$ cat src/rtl/core/chm_pkg.sv
// ----------------------------------------------------------------------------
// chm_pkg
// Shared codes and default sizes for the chained hash map engine.
// ----------------------------------------------------------------------------
package chm_pkg;

	localparam int DEF_BUCKET_COUNT = 64;
	localparam int DEF_NODE_COUNT   = 128;
	localparam int DEF_KEY_BITS     = 32;
	localparam int DEF_VALUE_BITS   = 32;

	localparam int FIELD_BITS = 32;

	typedef enum logic [1:0] {
		CMD_GET      = 2'd0,
		CMD_PUT      = 2'd1,
		CMD_REMOVE   = 2'd2,
		CMD_CONTAINS = 2'd3
	} cmd_e_t;

	typedef enum logic [1:0] {
		ST_OK        = 2'd0,
		ST_NOT_FOUND = 2'd1,
		ST_POOL_FULL = 2'd2
	} status_e_t;

endpackage

$ cat src/rtl/core/chm_front.sv
// ----------------------------------------------------------------------------
// chm_front
// Takes items, masks the key, computes the bucket and queues them for the back.
// ----------------------------------------------------------------------------
module chm_front #(
	parameter int BUCKET_COUNT = chm_pkg::DEF_BUCKET_COUNT,
	parameter int KEY_BITS     = chm_pkg::DEF_KEY_BITS
) (
	input  logic                                      clk,
	input  logic                                      arst_n,
	input  logic                                      clearing,
	input  logic                                      push,
	output logic                                      full,
	input  logic [1:0]                                command,
	input  logic [chm_pkg::FIELD_BITS-1:0]            key,
	input  logic [chm_pkg::FIELD_BITS-1:0]            value,
	output logic                                      q_empty,
	input  logic                                      q_pop,
	output logic [1:0]                                q_command,
	output logic [chm_pkg::FIELD_BITS-1:0]            q_key,
	output logic [chm_pkg::FIELD_BITS-1:0]            q_value,
	output logic [(BUCKET_COUNT > 1 ? $clog2(BUCKET_COUNT) : 1)-1:0] q_bucket
);
	import chm_pkg::*;

	localparam int BW      = BUCKET_COUNT > 1 ? $clog2(BUCKET_COUNT) : 1;
	localparam bit IS_POW2 = (BUCKET_COUNT & (BUCKET_COUNT - 1)) == 0;
	localparam int DIGITS  = FIELD_BITS / 4;
	localparam int CW      = $clog2(DIGITS + 1);
	localparam logic [FIELD_BITS-1:0] KMASK = KEY_BITS >= FIELD_BITS ? '1 :
		FIELD_BITS'((64'd1 << KEY_BITS) - 64'd1);

	// staging register: bucket is worked out here, 4 key bits per cycle unless BUCKET_COUNT is a power of two
	logic                  stg_valid_q;
	logic [1:0]            stg_cmd_q;
	logic [FIELD_BITS-1:0] stg_key_q;
	logic [FIELD_BITS-1:0] stg_val_q;
	logic [FIELD_BITS-1:0] sh_q;
	logic [BW-1:0]         rem_q;
	logic [BW-1:0]         rem_next;
	logic [CW-1:0]         cnt_q;
	logic                  done;
	logic                  stg_move;
	logic                  accept;
	logic [BW-1:0]         stg_bucket;

	// two-entry queue toward the back
	logic [1:0]            fq_cmd_q    [2];
	logic [FIELD_BITS-1:0] fq_key_q    [2];
	logic [FIELD_BITS-1:0] fq_val_q    [2];
	logic [BW-1:0]         fq_bkt_q    [2];
	logic                  wr_ptr_q;
	logic                  rd_ptr_q;
	logic [1:0]            fq_cnt_q;

	assign done       = IS_POW2 ? 1'b1 : (cnt_q == CW'(DIGITS));
	assign stg_move   = stg_valid_q && done && (fq_cnt_q != 2'd2);
	assign full       = clearing || (stg_valid_q && !stg_move);
	assign accept     = push && !full;
	assign stg_bucket = IS_POW2 ? BW'(stg_key_q & FIELD_BITS'(BUCKET_COUNT - 1)) : rem_q;

	always_comb begin
		logic [BW:0] t;
		logic [BW-1:0] r;
		r = rem_q;
		for (int j = 0; j < 4; j++) begin
			t = {r, sh_q[FIELD_BITS-1-j]};
			if (t >= (BW+1)'(BUCKET_COUNT))
				t = t - (BW+1)'(BUCKET_COUNT);
			r = t[BW-1:0];
		end
		rem_next = r;
	end

	always_ff @(posedge clk or negedge arst_n) begin
		if (!arst_n) begin
			stg_valid_q <= 1'b0;
			cnt_q       <= '0;
		end else begin
			if (accept) begin
				stg_valid_q <= 1'b1;
				cnt_q       <= '0;
			end else if (stg_move) begin
				stg_valid_q <= 1'b0;
			end else if (stg_valid_q && !done) begin
				cnt_q <= cnt_q + CW'(1);
			end
		end
	end

	always_ff @(posedge clk) begin
		if (accept) begin
			stg_cmd_q <= command;
			stg_key_q <= key & KMASK;
			stg_val_q <= value;
			sh_q      <= key & KMASK;
			rem_q     <= '0;
		end else if (stg_valid_q && !done) begin
			sh_q  <= sh_q << 4;
			rem_q <= rem_next;
		end
	end

	always_ff @(posedge clk or negedge arst_n) begin
		if (!arst_n) begin
			wr_ptr_q <= 1'b0;
			rd_ptr_q <= 1'b0;
			fq_cnt_q <= '0;
		end else begin
			if (stg_move)
				wr_ptr_q <= !wr_ptr_q;
			if (q_pop && !q_empty)
				rd_ptr_q <= !rd_ptr_q;
			fq_cnt_q <= fq_cnt_q + 2'(stg_move) - 2'(q_pop && !q_empty);
		end
	end

	always_ff @(posedge clk) begin
		if (stg_move) begin
			fq_cmd_q[wr_ptr_q] <= stg_cmd_q;
			fq_key_q[wr_ptr_q] <= stg_key_q;
			fq_val_q[wr_ptr_q] <= stg_val_q;
			fq_bkt_q[wr_ptr_q] <= stg_bucket;
		end
	end

	assign q_empty   = fq_cnt_q == 2'd0;
	assign q_command = fq_cmd_q[rd_ptr_q];
	assign q_key     = fq_key_q[rd_ptr_q];
	assign q_value   = fq_val_q[rd_ptr_q];
	assign q_bucket  = fq_bkt_q[rd_ptr_q];

endmodule

$ cat config.mk
export PLATFORM = sky130hd
export DESIGN_NAME = chm_front
export DESIGN_NICKNAME = d
export VERILOG_FILES = /design/src/rtl/core/chm_pkg.sv /design/src/rtl/core/chm_front.sv
export SDC_FILE = /design/constraint.sdc
export NUM_CORES = 1
export LEC_CHECK = 0
export BUFFER_PORTS_ARGS = -buffer_cell sky130_fd_sc_hd__buf_2
export CAP_MARGIN = 20
export CORE_MARGIN = 4
export CORE_UTILIZATION = 35
export CTS_BUF_LIST = sky130_fd_sc_hd__clkbuf_2
export DETAILED_ROUTE_END_ITERATION = 8
export PLACE_DENSITY_LB_ADDON = 0.05
export SETUP_SLACK_MARGIN = 0.5
export SLEW_MARGIN = 25
export SYNTH_ARGS = -nofsm -noshare
export SYNTH_HDL_FRONTEND = slang
export SYNTH_SLANG_ARGS = --single-unit
$ cat constraint.sdc
create_clock -name clk -period 8.3 [get_ports clk]
set_clock_uncertainty 0.2 [all_clocks]
set_input_delay 1.245 -clock clk [delete_from_list [all_inputs] [get_ports clk]]
set_output_delay 1.245 -clock clk [all_outputs]
set_load 0.02 [all_outputs]
Yosys cells after proc, flatten, opt, wreduce, memory -nomap -nowiden
Memory sizes are Yosys's and may differ from the RTL's.
Cells that the tools add are included.
{ "word_totals": {"register_bits": 71, "ram_bits": 144, "in_bits": 71, "wordCells": 30, "memories": 4} }
{ "memory_table": {"columns": ["name", "words", "width", "read_ports", "rd_clocked_by_memory_dff", "write_ports", "line", "source"], "rows": [
  ["fq_key_q", 2, 32, 1, 0, 1, "chm_front.sv:49", "logic [FIELD_BITS-1:0] fq_key_q [2];"],
  ["fq_val_q", 2, 32, 1, 0, 1, "chm_front.sv:50", "logic [FIELD_BITS-1:0] fq_val_q [2];"],
  ["fq_bkt_q", 2, 6, 1, 0, 1, "chm_front.sv:51", "logic [BW-1:0] fq_bkt_q [2];"],
  ["fq_cmd_q", 2, 2, 1, 0, 1, "chm_front.sv:48", "logic [1:0] fq_cmd_q [2];"]
]} }
{ "op_classes": {"addsub": 2, "eq_ne": 1, "mux": 4, "reduce_logical": 12} }
{ "ops": {"columns": ["cell", "n"], "rows": [
  ["$logic_not A1 Y1", 5],
  ["$logic_and A1 B1 Y1", 4],
  ["$mux W1", 4],
  ["$add A2 B1 Y2", 1],
  ["$logic_not A2 Y1", 1],
  ["$ne A2 B2 Y1 const B", 1],
  ["$reduce_bool A2 Y1", 1],
  ["$sub A2 B1 Y2", 1],
  ["$logic_or A1 B1 Y1", 1]
]} }

Depth between registers and ports, before layout
{ "depth": {"word_depth": 8, "mapped_depth": 7} }

Least setup slack after synthesis
Ideal clock, no wire load.
{ "synth_path": {"kind": "in2reg", "startpoint": "in push", "endpoint": "reg stg_cmd_q[0] (enable)", "setup_ns": 0.586, "arrival_ns": 6.098, "required_time_ns": 7.514, "setup_slack_ns": 1.416, "path_stages": 2, "path_cell_list": "inv_1 nor3b_1"} }
{ "synth_between": {"elab_chain_cells": 1} }
{ "synth_lines": {"columns": ["element", "line", "source"], "rows": [
  ["start: declaration", "chm_front.sv:12", "input logic push,"],
  ["$logic_and A1 B1 Y1", "chm_front.sv:59", "assign accept = push && !full;"],
  ["via accept", "chm_front.sv:44", "logic accept;"],
  ["end signal: assignment", "chm_front.sv:93", "stg_cmd_q <= command;"],
  ["end: declaration", "chm_front.sv:35", "logic [1:0] stg_cmd_q;"]
]} }
The timed path passes the listed nets, and every way through them passes these cells.
A chain may end at the register's enable or synchronous reset.

Final worst setup path
{ "layout_path": {"startpoint": "reg rd_ptr_q", "endpoint": "out q_value[15] (netlist name)"} }
{ "layout_between": {"elab_chain_cells": 1} }
{ "layout_lines": {"columns": ["element", "line", "source"], "rows": [
  ["start: declaration", "chm_front.sv:53", "logic rd_ptr_q;"],
  ["start signal: assignment", "chm_front.sv:113", "rd_ptr_q <= !rd_ptr_q;"],
  ["$mem_v2 Z2 W32", null, null],
  ["end: declaration", "chm_front.sv:21", "output logic [chm_pkg::FIELD_BITS-1:0] q_value,"]
]} }
Every way passes these cells.

==> summary.md <==
| Metric | Value |
|---|---|
| Status | finished, final reports clean |
| Fillers | 1,916 |
| DRT Pass-1 Iters | 4 |
| Leakage | 0.00330 uW |
| Setup_tns | 0 ns |
| I/O pin cnt | 145 |
| Area Overhead vs Synth | 20.6% |
| Final Max Slew Viols | 0 |
| RSZ-0062 raised after global routing | false |
| Syn Area/Cell | 23.7 um^2 |
| Synthesized Nets | 375 |
| Tcrit/Tclk final | 50.1% |
| Placed Area | 0.00821 mm^2 |
| Post-Syn Instances | 302 |
| Vias/cell | 4.27 |
| Die X | 151 um |
| Core Region | 0.0202 mm^2 |
| Post-route ant nets | 0 |
| Max-slew headroom | 41.5% |
| Non-Filler Instances | 795 |
| Via Count | 3,393 |
| Min Tclk post-route | 4.16 ns |
| Mux cell area share after synthesis | 12.0% |
| Max Fclk | 240 MHz |
| Layout Nets | 566 |
| R2R depth | 5 |
| XOR/XNOR Fraction of Synth Area | 0.490% |
| Post-Place Cells | 709 |
| VDD IR max | 0.000151 V |
| Clock transition at the registers of the reported paths | 0.11 ns |
| Final setup margin | 4.14 ns |
| TritonCTS buffer count | 51 |
| Hold path cells | 0 |
| Power per Cell Area | 319 mW/mm^2 |
| Compound-Gate Fraction of Synth Area | 0.0699% |
| Drt drc | 0 |
| Arr. time, crit path | 2.72 ns |
| Die area | 0.0228 mm^2 |
| Die Ht | 151 um |
| Critical Path End Type | output port |
| Measured slew at the worst slew-check pin | 0.877 ns |
| Initial drt markers | 139 |
| Critical Path Source | rd_ptr_q$_DFFE_PN0P_ |
| GRT Resource Usage Total | 11.2% |
| TritonCTS sink count | 203 |
| WL per Instance | 16.2 um |
| Place WS | 4.82 ns |
| I/O Buffers | 144 |
| Initial antenna violation count | 4 |
| TritonCTS clock tree | yes |
| Max cap viols | 0 |
| Final HPWL DP | 7700 um |
| Initial Util | 35.5% |
| Worst R2R End | fq_bkt_q[0][2]$_DFFE_PP_ |
| Postcts setup bufs | 0 |
| CTS root buffer | clkbuf_2 |
| Row cnt | 52 |
| Final Instance Area | 0.00863 mm^2 |
| Vias in the first global route | 3,802 |
| Synth warn | 0 |
| Mapped cell area | 0.00716 mm^2 |
| CP Data Required Time | 6.86 ns |
| Crit path max fanout | 50 |
| GRT Residual Overflow | 0 |
| Clock latency on the worst-skew pair | 0.75 ns |
| H-tree Lvls | 2 |
| Routability cong. | 0.683 |
| Final hold vios | 0 |
| Final Core Density | 42.8% |
| First-pass GRT wire length | 19,300 um |
| Worst Path Class, Setup | reg2out |
| Register area share after synthesis | 84.8% |
| Setup-failing EPs final | 0 |
| Max clock buf depth | 3 |
| Post-Synth Adder-Cell Area | 0.350% |
| Reg-to-reg startpoint | fq_cnt_q[1]$_DFF_PN0_ |
| Post-synth cell types | 19 |
| Detailed Route WL | 12,900 um |
| Worst setup SP type | flop |
| Combinational family with the most area after synthesis | multiplexers |
| Worst hold path class | reg2reg |
| FF+latch count, synth | 203 |
| Flop-to-flop setup slack | 5.79 ns |
| Pin count of the biggest net entering global routing | 52 |
| Share of layout cells above drive strength 1 | 57.6% |
| CP endpoint | q_value[15] |
| Synth Area in Simple Gates | 0.682% |
metrics by stage:
step / hold WS, ns / power (uW)
2_1_floorplan: 0.221 / 1970
3_3_place_gp: 0.222 / 2190
3_5_place_dp: 0.230 / 2210
4_1_cts: 0.235 / 2840
5_1_grt: 0.243 / 2940
6_report: 0.237 / 2760
cell usage after synthesis (all sizes together):
library cell  number  area [um^2]
o21ai              1         5.00
buf               13          101
edfxtp           198         5950
nor2               2         7.51
ha                 2         25.0
nand2              1         3.75
dfrtp              5          125
nor3b              1         7.51
inv                4         15.0
xnor2              3         26.3
xor2               1         8.76
mux2              66          856
and3               1         6.26
nand3              1         5.00
nand2b             2         12.5
nor2b              1         6.26
placed cells by master (no fill, tap or decap):
cell           instances
and3_4                 1
ha_1                   2
mux2_4                30
xnor2_1                3
inv_2                  1
buf_4                  5
nor2_4                 1
nor3b_4                1
dfrtp_4                1
dlygate4sd3_1          1
buf_16                 1
diode_2                2
dfrtp_1                4
xor2_1                 1
edfxtp_1             198
buf_2                144
inv_1                  4
o21ai_0                1
clkbuf_2              80
nand3_1                1
nor2_1                 1
clkinv_1               2
nor2b_1                1
nand2_1                1
nand2b_1               2
mux2_2                36
cell type report:
type | count | area [um^2] | area share (%)
inverters | 4 | 15.0 | 0.174
repair buffers | 151 | 796 | 9.22
well taps | 270 | 338 | 3.91
multi-input cells | 82 | 993 | 11.5
clock buffers | 80 | 400 | 4.64
flip-flops and latches | 203 | 6070 | 70.4
diodes | 2 | 5.00 | 0.0580
clock inverters | 3 | 11.3 | 0.130
repair_timing:
action                                  CTS  global route
hold endpoints to repair                  5             0
endpoints found under the setup margin    0             0
hold buffers                              1             0
resized for setup                         0             0
state kept, by name, summed over array words and instances, names as in the netlist:
register,flops
stg_valid_q,1
rd_ptr_q,1
stg_val_q,32
fq_cnt_q,2
stg_key_q,32
fq_cmd_q,4
fq_key_q,54
fq_val_q,64
wr_ptr_q,1
fq_bkt_q,10
stg_cmd_q,2
logic make-up after synthesis:
logic type,count (synthesis)
adders and majority gates,2
and+or+nand+nor,9
DFF,203
buffers and inverters,17
muxes,66
xor gates and xnor gates,4
AOI/OAI and AO/OA,1
how the worst min path moves through the flow:
stage,to,from
floorplan,fq_bkt_q[0][0]$_DFFE_PP_,stg_key_q[0]$_DFFE_PP_
global placement,fq_key_q[1][13]$_DFFE_PP_,stg_key_q[13]$_DFFE_PP_
detailed placement,fq_key_q[0][6]$_DFFE_PP_,stg_key_q[6]$_DFFE_PP_
CTS,fq_key_q[0][20]$_DFFE_PP_,stg_key_q[20]$_DFFE_PP_
global route,fq_key_q[0][20]$_DFFE_PP_,stg_key_q[20]$_DFFE_PP_
finish,fq_key_q[0][20]$_DFFE_PP_,stg_key_q[20]$_DFFE_PP_
critical path: stages (launching register included):
cell	delay [ns]
dfrtp_4	0.60
buf_4	0.74
mux2_2	0.44
buf_2	0.16
per-layer routing:
layer / up-vias / GRT usage, % / share of wire, %
met5: - / 0 / 0.16
met4: 4 / 5.76 / 2.6
met3: 32 / 4.94 / 8.3
met2: 124 / 18.4 / 50
met1: 1641 / 12.4 / 39
li1: 1592 / - / -
report_power, final:
| part | total [uW] | switching (uW) | internal (uW) | leakage, uW |
|---|---|---|---|---|
| clock network | 607 | 360 | 247 | 0.000340 |
| registers | 1370 | 58.2 | 1310 | 0.00189 |
| logic | 785 | 460 | 326 | 0.00107 |
| total | 2760 | 878 | 1880 | 0.00330 |
Power figures use the tool's default switching activity.
